## src/design/adec_pkg.sv

```systemverilog
// Shared types, codes and helper functions for the archive stream decryptor.
// No dependencies; the other design files that use it refer to this package by scoped names.
`default_nettype none

package adec_pkg;

  // Decoder phases
  typedef enum logic [2:0] {
    PH_HEADER  = 3'd0,
    PH_NAMELEN = 3'd1,
    PH_NAME    = 3'd2,
    PH_SIZE    = 3'd3,
    PH_DATA    = 3'd4
  } phase_t;

  // Result kinds
  localparam logic [1:0] KIND_NAME = 2'd0;
  localparam logic [1:0] KIND_DATA = 2'd1;
  localparam logic [1:0] KIND_MARK = 2'd2;

  // Status codes
  localparam logic [2:0] ST_OK        = 3'd0;
  localparam logic [2:0] ST_BAD_MAGIC = 3'd1;
  localparam logic [2:0] ST_BAD_NAME  = 3'd2;
  localparam logic [2:0] ST_TRUNC     = 3'd3;
  localparam logic [2:0] ST_UNSUP     = 3'd4;

  // Configuration register indexes
  localparam int unsigned CFG_IDX_W = 2;
  localparam logic [CFG_IDX_W-1:0] REG_INITIAL_KEY = 2'd0;
  localparam logic [CFG_IDX_W-1:0] REG_NAME_LIMIT  = 2'd1;

  localparam logic [31:0] INITIAL_KEY_RST = 32'hDEADCAFE;
  localparam logic [15:0] NAME_LIMIT_RST  = 16'd4096;

  // Header version bytes
  localparam logic [7:0] VER_ONE   = 8'h01;
  localparam logic [7:0] VER_THREE = 8'h03;

  // Result queue between the front and back halves
  localparam int unsigned FIFO_DEPTH = 4;
  localparam int unsigned FIFO_AW    = $clog2(FIFO_DEPTH);

  // One queued result candidate
  typedef struct packed {
    logic [7:0] byte_val;   // decrypted byte (name byte still to be filtered when chk is set)
    logic [1:0] kind;
    logic       chk;        // name byte still to be filtered
    logic       force_out;  // must produce a result even if the byte is dropped
    logic       entry_end;
    logic       done;
    logic [2:0] status;
  } adec_rec_t;

  // Metadata / data key step: k*7 + 3 modulo 2^32
  function automatic logic [31:0] key_step(input logic [31:0] k);
    return (k << 3) - k + 32'd3;
  endfunction

  // First seven bytes of the archive magic
  function automatic logic [7:0] magic_byte(input logic [2:0] idx);
    logic [7:0] m;
    unique case (idx)
      3'd0:    m = 8'h52;
      3'd1:    m = 8'h47;
      3'd2:    m = 8'h53;
      3'd3:    m = 8'h53;
      3'd4:    m = 8'h41;
      3'd5:    m = 8'h44;
      default: m = 8'h00;
    endcase
    return m;
  endfunction

endpackage

`default_nettype wire

```

## src/design/adec_in_if.sv

```systemverilog
// Input byte channel: valid/ready handshake with raw archive byte and end flag.
// No dependencies.
`default_nettype none

interface adec_in_if;
  logic       valid;
  logic       ready;
  logic [7:0] in_byte;
  logic       stream_end;

  modport source (output valid, in_byte, stream_end, input ready);
  modport sink   (input valid, in_byte, stream_end, output ready);
endinterface

`default_nettype wire

```

## src/design/adec_out_if.sv

```systemverilog
// Result channel: valid/ready handshake with the decoded result fields.
// No dependencies.
`default_nettype none

interface adec_out_if;
  logic       valid;
  logic       ready;
  logic [7:0] out_byte;
  logic [1:0] kind;
  logic       entry_end;
  logic       archive_done;
  logic [2:0] status;

  modport source (output valid, out_byte, kind, entry_end, archive_done, status,
                  input ready);
  modport sink   (input valid, out_byte, kind, entry_end, archive_done, status,
                  output ready);
endinterface

`default_nettype wire

```

## src/design/adec_cfg_if.sv

```systemverilog
// Configuration write channel: valid/ready with register index and write data.
// Depends on adec_pkg for the index width.
`default_nettype none

interface adec_cfg_if;
  logic                           valid;
  logic                           ready;
  logic [adec_pkg::CFG_IDX_W-1:0] index;
  logic [31:0]                    data;

  modport source (output valid, index, data, input ready);
  modport sink   (input valid, index, data, output ready);
endinterface

`default_nettype wire

```

## src/design/adec_fifo.sv

```systemverilog
// Short result queue between the decoder front and the output back end.
// Depends on adec_pkg for the record type and depth.
`default_nettype none

module adec_fifo (
  input  wire logic                clk,
  input  wire logic                rst_n,
  input  wire logic                push,
  input  wire adec_pkg::adec_rec_t push_rec,
  output logic                     full,
  input  wire logic                pop,
  output adec_pkg::adec_rec_t      head_rec,
  output logic                     empty
);

  adec_pkg::adec_rec_t           mem_r [adec_pkg::FIFO_DEPTH];
  logic [adec_pkg::FIFO_AW-1:0]  wr_ptr_r, wr_ptr_nxt;
  logic [adec_pkg::FIFO_AW-1:0]  rd_ptr_r, rd_ptr_nxt;
  logic [adec_pkg::FIFO_AW:0]    count_r, count_nxt;

  assign full     = (count_r == (adec_pkg::FIFO_AW+1)'(adec_pkg::FIFO_DEPTH));
  assign empty    = (count_r == '0);
  assign head_rec = mem_r[rd_ptr_r];

  // Pointer and fill count update
  always_comb begin
    wr_ptr_nxt = wr_ptr_r;
    rd_ptr_nxt = rd_ptr_r;
    count_nxt  = count_r;
    if (push) begin
      wr_ptr_nxt = wr_ptr_r + 1'b1;
    end
    if (pop) begin
      rd_ptr_nxt = rd_ptr_r + 1'b1;
    end
    unique case ({push, pop})
      2'b10:   count_nxt = count_r + 1'b1;
      2'b01:   count_nxt = count_r - 1'b1;
      default: count_nxt = count_r;
    endcase
  end

  always_ff @(posedge clk) begin
    if (!rst_n) begin
      wr_ptr_r <= '0;
      rd_ptr_r <= '0;
      count_r  <= '0;
    end else begin
      wr_ptr_r <= wr_ptr_nxt;
      rd_ptr_r <= rd_ptr_nxt;
      count_r  <= count_nxt;
    end
  end

  // Storage, no reset needed
  always_ff @(posedge clk) begin
    if (push) begin
      mem_r[wr_ptr_r] <= push_rec;
    end
  end

endmodule

`default_nettype wire

```

## src/design/adec_front.sv

```systemverilog
// Decoder front: accepts archive bytes, tracks the container layout and keys,
// and queues one result candidate per byte where one arises. Depends on adec_pkg.
`default_nettype none

module adec_front (
  input  wire logic                           clk,
  input  wire logic                           rst_n,
  // byte input
  input  wire logic                           in_valid,
  output logic                                in_ready,
  input  wire logic [7:0]                     in_byte,
  input  wire logic                           stream_end,
  // configuration writes
  input  wire logic                           cfg_wr,
  input  wire logic [adec_pkg::CFG_IDX_W-1:0] cfg_index,
  input  wire logic [31:0]                    cfg_data,
  // queue side
  input  wire logic                           q_full,
  output logic                                q_push,
  output adec_pkg::adec_rec_t                 q_rec
);

  // Configuration registers
  logic [31:0] initial_key_r;
  logic [15:0] name_limit_r;

  // Decoder state
  adec_pkg::phase_t phase_r, phase_s, phase_nxt;
  logic [31:0] meta_key_r, meta_key_s, meta_key_nxt;
  logic [31:0] data_key_r, data_key_s, data_key_nxt;
  logic [31:0] byte_count_r, byte_count_s, byte_count_nxt;
  logic [31:0] field_value_r, field_value_s, field_value_nxt;
  logic        name_cut_r, name_cut_s, name_cut_nxt;
  logic        failed_r, failed_nxt;

  logic        step;
  logic [1:0]  lane;
  logic [31:0] word_acc, word_v, meta_step, data_step, bc_inc, dk_shift;
  logic [7:0]  d_name, d_data;
  logic        word_last, hdr_last, magic_hit, name_len_bad, count_end;
  logic [2:0]  hdr_st;
  logic        step_fail, boundary;
  logic        have, chk;

  assign in_ready = !q_full;
  assign step     = in_valid && !q_full && !failed_r;

  // Shared datapath terms
  assign lane         = byte_count_r[1:0];
  assign word_acc     = field_value_r | ({24'd0, in_byte} << {lane, 3'b000});
  assign word_v       = word_acc ^ meta_key_r;
  assign meta_step    = adec_pkg::key_step(meta_key_r);
  assign data_step    = adec_pkg::key_step(data_key_r);
  assign bc_inc       = byte_count_r + 32'd1;
  assign dk_shift     = data_key_r >> {lane, 3'b000};
  assign d_name       = in_byte ^ meta_key_r[7:0];
  assign d_data       = in_byte ^ dk_shift[7:0];
  assign word_last    = (lane == 2'd3);
  assign hdr_last     = (byte_count_r[2:0] == 3'd7);
  assign magic_hit    = (in_byte == adec_pkg::magic_byte(byte_count_r[2:0]));
  assign name_len_bad = (word_v == 32'd0) || (word_v > {16'd0, name_limit_r});
  assign count_end    = (bc_inc >= field_value_r);

  // Header verdict on the eighth byte
  always_comb begin
    if ((field_value_r != 32'd0) ||
        ((in_byte != adec_pkg::VER_ONE) && (in_byte != adec_pkg::VER_THREE))) begin
      hdr_st = adec_pkg::ST_BAD_MAGIC;
    end else if (in_byte == adec_pkg::VER_THREE) begin
      hdr_st = adec_pkg::ST_UNSUP;
    end else begin
      hdr_st = adec_pkg::ST_OK;
    end
  end

  assign step_fail = ((phase_r == adec_pkg::PH_HEADER) && hdr_last &&
                      (hdr_st != adec_pkg::ST_OK)) ||
                     ((phase_r == adec_pkg::PH_NAMELEN) && word_last && name_len_bad);

  // State after one byte, before end-of-stream handling
  always_comb begin
    phase_s       = phase_r;
    meta_key_s    = meta_key_r;
    data_key_s    = data_key_r;
    byte_count_s  = byte_count_r;
    field_value_s = field_value_r;
    name_cut_s    = name_cut_r;
    unique case (phase_r)
      adec_pkg::PH_HEADER: begin
        if (!hdr_last) begin
          if (!magic_hit) begin
            field_value_s = field_value_r | 32'd1;
          end
          byte_count_s = bc_inc;
        end else if (hdr_st == adec_pkg::ST_OK) begin
          meta_key_s    = initial_key_r;
          phase_s       = adec_pkg::PH_NAMELEN;
          byte_count_s  = '0;
          field_value_s = '0;
        end
      end
      adec_pkg::PH_NAMELEN: begin
        field_value_s = word_acc;
        byte_count_s  = bc_inc;
        if (word_last) begin
          meta_key_s = meta_step;
          if (!name_len_bad) begin
            field_value_s = word_v;
            byte_count_s  = '0;
            name_cut_s    = 1'b0;
            phase_s       = adec_pkg::PH_NAME;
          end
        end
      end
      adec_pkg::PH_NAME: begin
        meta_key_s   = meta_step;
        byte_count_s = bc_inc;
        if (!name_cut_r && (d_name == 8'd0)) begin
          name_cut_s = 1'b1;
        end
        if (count_end) begin
          phase_s       = adec_pkg::PH_SIZE;
          byte_count_s  = '0;
          field_value_s = '0;
          name_cut_s    = 1'b0;
        end
      end
      adec_pkg::PH_SIZE: begin
        field_value_s = word_acc;
        byte_count_s  = bc_inc;
        if (word_last) begin
          meta_key_s   = meta_step;
          data_key_s   = meta_step;
          byte_count_s = '0;
          if (word_v == 32'd0) begin
            field_value_s = '0;
            phase_s       = adec_pkg::PH_NAMELEN;
          end else begin
            field_value_s = word_v;
            phase_s       = adec_pkg::PH_DATA;
          end
        end
      end
      adec_pkg::PH_DATA: begin
        if (word_last) begin
          data_key_s = data_step;
        end
        byte_count_s = bc_inc;
        if (count_end) begin
          phase_s       = adec_pkg::PH_NAMELEN;
          byte_count_s  = '0;
          field_value_s = '0;
        end
      end
      default: begin
        phase_s       = adec_pkg::PH_HEADER;
        meta_key_s    = '0;
        data_key_s    = '0;
        byte_count_s  = '0;
        field_value_s = '0;
        name_cut_s    = 1'b0;
      end
    endcase
  end

  assign boundary = (phase_s == adec_pkg::PH_NAMELEN) && (byte_count_s == 32'd0);

  // Next state: commit the step, then apply end-of-stream
  always_comb begin
    phase_nxt       = phase_r;
    meta_key_nxt    = meta_key_r;
    data_key_nxt    = data_key_r;
    byte_count_nxt  = byte_count_r;
    field_value_nxt = field_value_r;
    name_cut_nxt    = name_cut_r;
    failed_nxt      = failed_r;
    if (step) begin
      phase_nxt       = phase_s;
      meta_key_nxt    = meta_key_s;
      data_key_nxt    = data_key_s;
      byte_count_nxt  = byte_count_s;
      field_value_nxt = field_value_s;
      name_cut_nxt    = name_cut_s;
      failed_nxt      = step_fail;
      if (stream_end && !step_fail) begin
        if (boundary) begin
          // clean end: ready for a new archive
          phase_nxt       = adec_pkg::PH_HEADER;
          meta_key_nxt    = '0;
          data_key_nxt    = '0;
          byte_count_nxt  = '0;
          field_value_nxt = '0;
          name_cut_nxt    = 1'b0;
        end else begin
          failed_nxt = 1'b1;
        end
      end
    end
  end

  // Result candidate for this byte
  always_comb begin
    q_rec           = '0;
    q_rec.kind      = adec_pkg::KIND_MARK;
    q_rec.status    = adec_pkg::ST_OK;
    have            = 1'b0;
    chk             = 1'b0;
    unique case (phase_r)
      adec_pkg::PH_HEADER: begin
        if (hdr_last && (hdr_st != adec_pkg::ST_OK)) begin
          have         = 1'b1;
          q_rec.status = hdr_st;
        end
      end
      adec_pkg::PH_NAMELEN: begin
        if (word_last && name_len_bad) begin
          have         = 1'b1;
          q_rec.status = adec_pkg::ST_BAD_NAME;
        end
      end
      adec_pkg::PH_NAME: begin
        if (!name_cut_r && (d_name != 8'd0)) begin
          chk            = 1'b1;
          q_rec.byte_val = d_name;
          q_rec.kind     = adec_pkg::KIND_NAME;
        end
      end
      adec_pkg::PH_SIZE: begin
        if (word_last && (word_v == 32'd0)) begin
          have            = 1'b1;
          q_rec.entry_end = 1'b1;
        end
      end
      adec_pkg::PH_DATA: begin
        have            = 1'b1;
        q_rec.byte_val  = d_data;
        q_rec.kind      = adec_pkg::KIND_DATA;
        q_rec.entry_end = count_end;
      end
      default: begin
        have = 1'b0;
      end
    endcase
    q_rec.chk = chk;
    if (stream_end && !step_fail) begin
      q_rec.force_out = 1'b1;
      if (boundary) begin
        q_rec.done = 1'b1;
      end else begin
        q_rec.status = adec_pkg::ST_TRUNC;
      end
    end
  end

  assign q_push = step && (have || chk || (stream_end && !step_fail));

  // Control state
  always_ff @(posedge clk) begin
    if (!rst_n) begin
      phase_r       <= adec_pkg::PH_HEADER;
      meta_key_r    <= '0;
      data_key_r    <= '0;
      byte_count_r  <= '0;
      field_value_r <= '0;
      name_cut_r    <= 1'b0;
      failed_r      <= 1'b0;
    end else begin
      phase_r       <= phase_nxt;
      meta_key_r    <= meta_key_nxt;
      data_key_r    <= data_key_nxt;
      byte_count_r  <= byte_count_nxt;
      field_value_r <= field_value_nxt;
      name_cut_r    <= name_cut_nxt;
      failed_r      <= failed_nxt;
    end
  end

  // Configuration registers; unknown indexes are ignored
  always_ff @(posedge clk) begin
    if (!rst_n) begin
      initial_key_r <= adec_pkg::INITIAL_KEY_RST;
      name_limit_r  <= adec_pkg::NAME_LIMIT_RST;
    end else if (cfg_wr) begin
      if (cfg_index == adec_pkg::REG_INITIAL_KEY) begin
        initial_key_r <= cfg_data;
      end
      if (cfg_index == adec_pkg::REG_NAME_LIMIT) begin
        name_limit_r <= cfg_data[15:0];
      end
    end
  end

endmodule

`default_nettype wire

```

## src/design/adec_back.sv

```systemverilog
// Decoder back end: pops queued candidates, cleans name characters and holds
// the result in an output register. Depends on adec_pkg.
`default_nettype none

module adec_back (
  input  wire logic                clk,
  input  wire logic                rst_n,
  // queue side
  input  wire adec_pkg::adec_rec_t head_rec,
  input  wire logic                q_empty,
  output logic                     q_pop,
  // result output
  output logic                     out_valid,
  input  wire logic                out_ready,
  output logic [7:0]               out_byte,
  output logic [1:0]               kind,
  output logic                     entry_end,
  output logic                     archive_done,
  output logic [2:0]               status
);

  logic       out_valid_r, out_valid_nxt;
  logic [7:0] out_byte_r;
  logic [1:0] kind_r;
  logic       entry_end_r, archive_done_r;
  logic [2:0] status_r;

  logic       bad_char, discard, load;
  logic [7:0] clean_byte;
  logic [1:0] clean_kind;

  // Characters not allowed in a name
  assign bad_char = (head_rec.byte_val < 8'd32) || (head_rec.byte_val == 8'h3C) ||
                    (head_rec.byte_val == 8'h3E) || (head_rec.byte_val == 8'h3A) ||
                    (head_rec.byte_val == 8'h22) || (head_rec.byte_val == 8'h7C) ||
                    (head_rec.byte_val == 8'h3F) || (head_rec.byte_val == 8'h2A);

  // Name cleanup: backslash to slash, dropped byte becomes a bare marker
  always_comb begin
    clean_byte = head_rec.byte_val;
    clean_kind = head_rec.kind;
    if (head_rec.chk) begin
      if (bad_char) begin
        clean_byte = 8'd0;
        clean_kind = adec_pkg::KIND_MARK;
      end else if (head_rec.byte_val == 8'h5C) begin
        clean_byte = 8'h2F;
      end
    end
  end

  assign discard = head_rec.chk && bad_char && !head_rec.force_out;
  assign load    = !out_valid_r || out_ready;
  assign q_pop   = !q_empty && (discard || load);

  always_comb begin
    out_valid_nxt = out_valid_r;
    if (load) begin
      out_valid_nxt = q_pop && !discard;
    end
  end

  always_ff @(posedge clk) begin
    if (!rst_n) begin
      out_valid_r <= 1'b0;
    end else begin
      out_valid_r <= out_valid_nxt;
    end
  end

  // Output payload register
  always_ff @(posedge clk) begin
    if (load && q_pop && !discard) begin
      out_byte_r     <= clean_byte;
      kind_r         <= clean_kind;
      entry_end_r    <= head_rec.entry_end;
      archive_done_r <= head_rec.done;
      status_r       <= head_rec.status;
    end
  end

  assign out_valid    = out_valid_r;
  assign out_byte     = out_byte_r;
  assign kind         = kind_r;
  assign entry_end    = entry_end_r;
  assign archive_done = archive_done_r;
  assign status       = status_r;

endmodule

`default_nettype wire

```

## src/design/archive_v1_stream_decryptor_core.sv

```systemverilog
// Top level of the version-1 archive stream decryptor.
// Depends on adec_pkg, the channel interfaces, adec_front, adec_fifo and adec_back.
`default_nettype none

// Decrypts a version-1 archive fed one byte per transfer on in_ch and gives
// name bytes, data bytes and markers on out_ch, zero or one result per input
// byte. The block takes one byte every cycle: the front keeps all keys and
// counters and updates them for each byte taken, with at most one key step,
// and a four-entry queue plus the output register let input keep flowing
// while a result waits; input stalls only once the queue is full. A result
// passes through the queue and then the output register. Any error status
// is sticky: after it no more results come until reset. Configuration
// writes on cfg_ch are always taken and must happen while the block is idle.
module archive_v1_stream_decryptor_core (
  input  wire logic   clk,
  input  wire logic   rst_n,
  adec_in_if.sink     in_ch,
  adec_out_if.source  out_ch,
  adec_cfg_if.sink    cfg_ch
);

  adec_pkg::adec_rec_t push_rec, head_rec;
  logic                q_push, q_pop, q_full, q_empty;

  assign cfg_ch.ready = 1'b1;

  // Front: byte intake, layout tracking, key stepping
  adec_front u_front (
    .clk        (clk),
    .rst_n      (rst_n),
    .in_valid   (in_ch.valid),
    .in_ready   (in_ch.ready),
    .in_byte    (in_ch.in_byte),
    .stream_end (in_ch.stream_end),
    .cfg_wr     (cfg_ch.valid),
    .cfg_index  (cfg_ch.index),
    .cfg_data   (cfg_ch.data),
    .q_full     (q_full),
    .q_push     (q_push),
    .q_rec      (push_rec)
  );

  // Queue between the halves
  adec_fifo u_fifo (
    .clk      (clk),
    .rst_n    (rst_n),
    .push     (q_push),
    .push_rec (push_rec),
    .full     (q_full),
    .pop      (q_pop),
    .head_rec (head_rec),
    .empty    (q_empty)
  );

  // Back: name cleanup and output register
  adec_back u_back (
    .clk          (clk),
    .rst_n        (rst_n),
    .head_rec     (head_rec),
    .q_empty      (q_empty),
    .q_pop        (q_pop),
    .out_valid    (out_ch.valid),
    .out_ready    (out_ch.ready),
    .out_byte     (out_ch.out_byte),
    .kind         (out_ch.kind),
    .entry_end    (out_ch.entry_end),
    .archive_done (out_ch.archive_done),
    .status       (out_ch.status)
  );

endmodule

`default_nettype wire

```

## src/flat_wrapper.sv

```systemverilog
// flat-port wrapper written by rule: the top's interface ports become plain ports
module archive_v1_stream_decryptor_core_flat 
  (clk, rst_n, in_ch_valid, in_ch_in_byte, in_ch_stream_end, in_ch_ready, out_ch_valid, out_ch_out_byte, out_ch_kind, out_ch_entry_end, out_ch_archive_done, out_ch_status, out_ch_ready, cfg_ch_valid, cfg_ch_index, cfg_ch_data, cfg_ch_ready);
  adec_in_if in_ch_i ();
  adec_out_if out_ch_i ();
  adec_cfg_if cfg_ch_i ();
  input  wire logic clk;
  input  wire logic rst_n;
  input wire logic [$bits(in_ch_i.valid)-1:0] in_ch_valid;
  input wire logic [$bits(in_ch_i.in_byte)-1:0] in_ch_in_byte;
  input wire logic [$bits(in_ch_i.stream_end)-1:0] in_ch_stream_end;
  output wire logic [$bits(in_ch_i.ready)-1:0] in_ch_ready;
  output wire logic [$bits(out_ch_i.valid)-1:0] out_ch_valid;
  output wire logic [$bits(out_ch_i.out_byte)-1:0] out_ch_out_byte;
  output wire logic [$bits(out_ch_i.kind)-1:0] out_ch_kind;
  output wire logic [$bits(out_ch_i.entry_end)-1:0] out_ch_entry_end;
  output wire logic [$bits(out_ch_i.archive_done)-1:0] out_ch_archive_done;
  output wire logic [$bits(out_ch_i.status)-1:0] out_ch_status;
  input wire logic [$bits(out_ch_i.ready)-1:0] out_ch_ready;
  input wire logic [$bits(cfg_ch_i.valid)-1:0] cfg_ch_valid;
  input wire logic [$bits(cfg_ch_i.index)-1:0] cfg_ch_index;
  input wire logic [$bits(cfg_ch_i.data)-1:0] cfg_ch_data;
  output wire logic [$bits(cfg_ch_i.ready)-1:0] cfg_ch_ready;
  assign in_ch_i.valid = in_ch_valid;
  assign in_ch_i.in_byte = in_ch_in_byte;
  assign in_ch_i.stream_end = in_ch_stream_end;
  assign in_ch_ready = in_ch_i.ready;
  assign out_ch_valid = out_ch_i.valid;
  assign out_ch_out_byte = out_ch_i.out_byte;
  assign out_ch_kind = out_ch_i.kind;
  assign out_ch_entry_end = out_ch_i.entry_end;
  assign out_ch_archive_done = out_ch_i.archive_done;
  assign out_ch_status = out_ch_i.status;
  assign out_ch_i.ready = out_ch_ready;
  assign cfg_ch_i.valid = cfg_ch_valid;
  assign cfg_ch_i.index = cfg_ch_index;
  assign cfg_ch_i.data = cfg_ch_data;
  assign cfg_ch_ready = cfg_ch_i.ready;
  archive_v1_stream_decryptor_core u_core (.clk(clk), .rst_n(rst_n), .in_ch(in_ch_i), .out_ch(out_ch_i), .cfg_ch(cfg_ch_i));
endmodule
```

## config.mk

```make
export PLATFORM = sky130hd
export DESIGN_NAME = archive_v1_stream_decryptor_core_flat
export DESIGN_NICKNAME = d
export VERILOG_FILES = /design/src/design/adec_pkg.sv /design/src/design/adec_in_if.sv /design/src/design/adec_out_if.sv /design/src/design/adec_cfg_if.sv /design/src/design/adec_fifo.sv /design/src/design/adec_front.sv /design/src/design/adec_back.sv /design/src/design/archive_v1_stream_decryptor_core.sv /design/src/flat_wrapper.sv
export SDC_FILE = /design/constraint.sdc
export NUM_CORES = 1
export LEC_CHECK = 0
export ABC_AREA = 1
export BUFFER_PORTS_ARGS = -buffer_cell sky130_fd_sc_hd__buf_2
export CORE_ASPECT_RATIO = 0.5
export CORE_MARGIN = 5
export CORE_UTILIZATION = 58
export CTS_CLUSTER_SIZE = 14
export DETAILED_ROUTE_END_ITERATION = 16
export PLACE_DENSITY_LB_ADDON = 0.15
export REMOVE_ABC_BUFFERS = 1
export SYNTH_ARGS = -nofsm -noshare
export SYNTH_HDL_FRONTEND = slang
export SYNTH_HIERARCHICAL = 1
export SYNTH_SLANG_ARGS = --single-unit
```

## constraint.sdc

```tcl
create_clock -name clk -period 4.5 [get_ports clk]
set_clock_uncertainty 0.05 [all_clocks]
set_input_delay 0.225 -clock clk [delete_from_list [all_inputs] [get_ports clk]]
set_output_delay 0.225 -clock clk [all_outputs]
set_load 0.005 [all_outputs]
```

# [Yosys cells after proc, flatten, opt, wreduce, memory -nomap -nowiden]
# Memories as Yosys holds them, arrays and structs flattened. A register that Yosys moved wholly into a read port is not among the register bits.
# Index checks and enable logic that the tools add are counted.
[word_totals] reg_bits=204 latchBits=0 ramBits=68 romBits=0 inputBits=48 mem_count=1
[mem_list] name="u_core.u_fifo.mem_r" depth=4 word_bits=17 read_ports=1 rd_clocked_by_memory_dff=1 write_ports=1 line="adec_fifo.sv:16" rtl="adec_pkg::adec_rec_t mem_r [adec_pkg::FIFO_DEPTH];"
[classes] addsub=9 mul=0 div_mod_pow=0 order_cmp=3 n_eq_ne=28 shifts=2 muxes=80 bitwise_logic=4 n_reduce_logical=62
[op_table] op="$mux 32" count=26
[op_table] op="$pmux 32 s4" count=3
[op_table] op="$pmux 32 s3" count=1
[op_table] op="$add 32x2->32 const B" count=2
[op_table] op="$logic_not 32->1" count=2
[op_table] op="$sub 32x32->32" count=2
[op_table] op="$eq 8x6->1 const B" count=6
[op_table] op="$mux 3" count=14
[op_table] op="$pmux 7 s5" count=1
[op_table] op="$add 32x1->32 const B" count=1
[op_table] op="$ge 32x32->1" count=1
[op_table] op="$gt 32x16->1" count=1
[op_table] op="$or 32x32->32" count=1
[op_table] op="$reduce_bool 32->1" count=1
[op_table] op="$shl 8x5->32" count=1
[op_table] op="$shr 32x5->8" count=1
[op_table] op="$xor 32x32->32" count=1
[op_table] op="$mux 8" count=3
[op_table] op="$logic_and 1x1->1" count=21
[op_table] op="$pmux 10 s2" count=1
[op_table] op="$mux 1" count=18
[op_table] op="$eq 8x7->1 const B" count=2
[op_table] op="$xor 8x8->8" count=2
[op_table] op="$eq 3x3->1 const B" count=5
[op_table] op="other kinds (31)" count=71

# [Depth between registers and ports, before layout]
[logic_depth] ltp_word=14 ltp_mapped=35

# [Modules after synthesis]
# Netlist, hierarchy kept.
[by_module_without_submodules] module="adec_front" n_inst=1 cells_each=2946 area_per_inst_um2=17367.9 seq_area_each_um2=3623.5
[by_module_without_submodules] module="adec_fifo" n_inst=1 cells_each=221 area_per_inst_um2=3021.6 seq_area_each_um2=2222.1
[by_module_without_submodules] module="adec_back" n_inst=1 cells_each=63 area_per_inst_um2=725.7 seq_area_each_um2=470.5
[by_module_without_submodules] module="archive_v1_stream_decryptor_core" n_inst=1 cells_each=2 area_per_inst_um2=11.3 seq_area_each_um2=0.0

# [Worst setup path after synthesis]
# OpenSTA, ideal clock, no wires.
[synth_timing] path_type="register -> register" start="register u_core.u_front.byte_count_r[0]" end="register u_core.u_front.data_key_r[0]" setup_time_ns=0.132 t_arrival_ns=4.215 slack_ns=0.103 path_stages_with_launch=30 n_path_buf=4 cell_sequence="dfxtp_1 > ha_1 > buf_2 > inv_1 > nor2_1 > nand2_1 > nor2_1 > nand2_1 > nor2_1 > nand2_1 > xnor2_1 > ha_1 > nand2_1 > nor2_1 > inv_1 > nor3_1 > nand2_1 > nand4_1 > nand3_2 > buf_4 > a21oi_1 > nand2_1 > nor2_1 > nand2_1 > nor2_1 > nand3_2 > buf_6 > buf_6 > nand3_1 > a21oi_1"
[synth_via] elab_chain_len=12 word_cells_on_any_way=40
[synth_rtl] element="start, declared" line="adec_front.sv:31" rtl="logic [31:0] byte_count_r, byte_count_s, byte_count_nxt;"
[synth_rtl] element="start signal, assigned" line="adec_front.sv:271" rtl="byte_count_r <= byte_count_nxt;"
[synth_rtl] element="parallel branches: the longest is 11 deep, another holds $add 32x1->32"
[synth_rtl] element="$mux 32 (*)" line="adec_front.sv:185" rtl="if (stream_end && !step_fail) begin"
[synth_rtl] element="end signal, assigned" line="adec_front.sv:270" rtl="data_key_r <= data_key_nxt;"
[synth_rtl] element="end, declared" line="adec_front.sv:30" rtl="logic [31:0] data_key_r, data_key_s, data_key_nxt;"
# Every way passes the cells marked *.
# A chain may end at the register's enable or synchronous reset.

# [Final worst setup path]
[layout_timing] start="register u_core.u_front.byte_count_r[1]" end="register u_core.u_front.field_value_r[23]"
[layout_via] elab_chain_len=12 word_cells_on_any_way=44
[layout_rtl] element="parallel branches: the longest is 11 deep, another holds $add 32x1->32"
[layout_rtl] element="$mux 32 (*)" line="adec_front.sv:185"
[layout_rtl] element="end signal, assigned" line="adec_front.sv:272" rtl="field_value_r <= field_value_nxt;"
[layout_rtl] element="end, declared" line="adec_front.sv:32" rtl="logic [31:0] field_value_r, field_value_s, field_value_nxt;"
# Marks and branches as above.

==> metrics.txt <==
total wire length 86.09 mm; critical path required time 4.89 ns; worst setup path endpoint u_core/u_front/field_value_r[23]; share of synthesized registers carrying an async set or reset 0%; Post-Syn Instances 3232; most used flip-flop cell after synthesis dfxtp_1; Mapped Area 21130 sq um; placer's final routability congestion estimate 1.078; launch point of the worst path u_core/u_front/byte_count_r[1]; number of placed instances, taps included 3826; via count of the first global-routing pass 21790; CP startpoint kind flip-flop; slack of the worst reg-to-reg path -0.13 ns; status finished with violations; full die area 40570 sq um; Std-Cell Rows 49; share of layout cells above drive strength 1 17.60%; Avg Cell Area, Syn 6.537 sq um; endpoints failing setup 102; master of the slowest instance on the critical path dfxtp_2; final instance count without filler cells 3950; residual antenna-violating net count after detailed routing 0; Power per Cell Area 384.9 nW/um^2; leakage power total 11.56 nW; length in cells of the worst reg-to-reg path 28; growth of design area from synthesis to finish 23.33%; TritonCTS clock tree done; Vias 24800; placeable core area 35930 sq um; actual slew at the worst max-slew pin 1.052 ns; detail-routed via count per cell 6.278; number of synthesis warnings 6; Rel. slew slack 29.85%; critical path type reg -> reg; worst-case vdd ir drop 460.8 uV; flip-flop and latch count after synthesis 274; HPWL after DPL 59.78 mm; sequential area share after synthesis 29.90%; drt first pass iters 6; number of max-capacitance violations reported 0; clock latency reported for the late side of the worst-skew pair 0.60 ns; top fanout value on the critical path 7; initial core utilization 58.80%; max frequency 0.2158 GHz; GRT overflow 0; data arrival time of the worst path 5.03 ns; clock buffer count from CTS 27; failing checks negative setup slack; unrepaired setup endpoints after global routing true; Die Height 145.0 um; crit end category flip-flop; R2R Path End u_core/u_front/field_value_r[23]; clk sinks 274; number of port buffers 64; worst hold-check slack 0.1858 ns; top-level port count 66; Final Max Tran Viols 0; routed length per placed instance 21.80 um; worst-case setup margin in the final layout -0.1344 ns; level count of the clock H-tree 1; count of nets after finishing 3610; RR Startpoint u_core/u_front/byte_count_r[1]; global-route usage over all layers 38.54%; iteration-0 DRC count of the detailed router 3545; Total Negative Setup Slacks -8.612 ns; final hold violation count 0; DR DRC count 0; clock-pin slew reported for the worst setup and hold paths after clock tree synthesis 0.07 ns; initial antenna violation count 4; ratio of final minimum period to clock period 103.0%; maximum number of pins on one net before global-route repair 75; delay contributed by the slowest stage of the critical path 0.35 ns; min cycle time layout 4.634 ns; first-pass GRT wire length 125.4 mm; number of enable-type register cells in the synthesized netlist 83; HP Class in -> reg; maximum clock path buffer count 3; master cell of the clock root buffer clkbuf_16; count of different cell masters after synthesis 56; Die Width 279.9 um
==> synthesized netlist by cell type (10+ instances only) <==
master / count / area [sq um]
nand4_1: 38 / 237.7
ha_1: 114 / 1426
nand3_1: 290 / 1451
nor4_1: 10 / 62.56
nor3_1: 22 / 110.1
o211ai_1: 42 / 315.3
dfxtp_1: 191 / 3824
a32oi_1: 11 / 96.34
o21ai_2: 11 / 96.34
a21oi_1: 308 / 1541
o21ai_1: 15 / 75.07
clkbuf_1: 113 / 424.2
o21ai_0: 202 / 1011
nor2_1: 250 / 938.4
a22oi_1: 12 / 90.09
o21a_1: 32 / 240.2
or2_2: 13 / 81.33
buf_2: 19 / 95.09
o221ai_1: 36 / 315.3
buf_1: 14 / 52.55
edfxtp_1: 83 / 2492
xnor2_1: 18 / 157.7
inv_1: 345 / 1295
nand2_1: 868 / 3258
xor2_1: 39 / 341.6
o2111ai_1: 17 / 148.9
o22ai_1: 27 / 168.9
==> how the worst min path moves through the flow <==
stage / startpoint / to / cells after the start
after CTS: cfg_ch_index[1] / u_core/u_front/initial_key_r[16] / 5
after detailed placement: u_core/u_fifo/rd_ptr_r[1] / u_core/u_fifo/rd_ptr_r[1] / 1
after global placement: u_core/u_fifo/rd_ptr_r[1] / u_core/u_fifo/rd_ptr_r[1] / 1
final: cfg_ch_index[1] / u_core/u_front/initial_key_r[16] / 5
after floorplan: rst_n / u_core/u_front/initial_key_r[2] / 1
after global routing: cfg_ch_index[1] / u_core/u_front/initial_key_r[6] / 5
==> critical path, delay by kind of cell (launching register included) <==
family / cells / cell delay [ns]
buffers and inverters: 9 / 1.30
and+or+nand+nor: 15 / 2.10
DFF: 1 / 0.35
xor gates and xnor gates: 1 / 0.16
AOI/OAI and AO/OA: 2 / 0.22
adders and majority gates: 1 / 0.30
==> what timing repair did <==
item | 4_1_cts | 5_1_grt
cloned | 4 | 10
hold buffers | 39 | 0
setup endpoints to repair | 111 | 113
buffers inserted | 11 | 10
pin swaps | 1 | 59
gates resized for setup | 49 | 242
hold endpoints to repair | 49 | 0
==> cells in the final DEF, fill, tap and decap left out, types with 33 or more instances in the layout <==
cell           synthesis  routed
edfxtp_1              83      83
dfxtp_1              191     181
nor2_1               250     224
inv_1                345     335
nand2_1              868     842
o211ai_1              42      42
ha_1                 114     108
a21oi_1              308     247
buf_4                  7     207
nand3_2                4      43
nand4_1               38      38
clkbuf_16              0      33
buf_2                 19      64
xor2_1                39      37
dlygate4sd3_1          0      39
nand3_1              290     228
o21ai_0              202     199
a21oi_2                2      59
o221ai_1              36      36
==> logic make-up after synthesis <==
group,share of synthesized area [%]
and+or+nand+nor,29.97
AOI/OAI and AO/OA,20.98
buffers and inverters,9.736
DFF,29.90
adders and majority gates,7.036
xor gates and xnor gates,2.363
other,0.01775
==> power breakdown <==
part,internal [mW],leakage (nW),total [mW],switching [mW]
logic,1.56,8.80,4.64,3.08
clock network,1.31,0.427,2.41,1.10
registers,2.85,2.33,2.97,0.130
total,5.71,11.6,10.0,4.32
==> area by class of cell <==
class / count / area [sq um]
inverter: 357 / 1355
fill: 2995 / 9871
timing repair buffer: 345 / 2959
antenna: 1 / 2.502
clock inverter: 11 / 127.6
multi-input combinational: 2440 / 13910
sequential: 274 / 6334
clock buffer: 38 / 767.0
tap: 484 / 605.6
==> metal layers <==
layer	track usage [%]	vias up	wire, um
met1	55.47	11360	33980
li1	-	11370	-
met2	54.66	1737	34770
met5	0	-	74
met3	12.78	320	13440
met4	12.31	8	3828
==> registers in the layout, indices dropped and copies added (netlist names), 3 cells and up, named ones only <==
name and flops:
u_core/u_front/phase_r 3, u_core/u_front/field_value_r 32, u_core/u_front/initial_key_r 32, u_core/u_front/name_limit_r 16
u_core/u_back/status 3, u_core/u_front/data_key_r 32, u_core/u_fifo/count_r 3, u_core/u_back/out_byte 8
u_core/u_front/byte_count_r 32, u_core/u_fifo/mem_r 68, u_core/u_front/meta_key_r 32
==> per-stage QoR <==
| step | power [mW] | setup slack, ns | instance area, sq um | util (%) |
|---|---|---|---|---|
| 2_1_floorplan | 5.441 | -5.137 | 20410 | - |
| 3_3_place_gp | 6.897 | -0.2838 | 23050 | 64.16 |
| 3_5_place_dp | 6.969 | -0.2234 | 23050 | 64.16 |
| 4_1_cts | 9.523 | 0.006265 | 24710 | 68.79 |
| 5_1_grt | 10.47 | -0.3013 | 26060 | 72.53 |
| 6_report | 10.03 | -0.1344 | 26060 | 72.53 |
(Power assumes the default switching activity.)
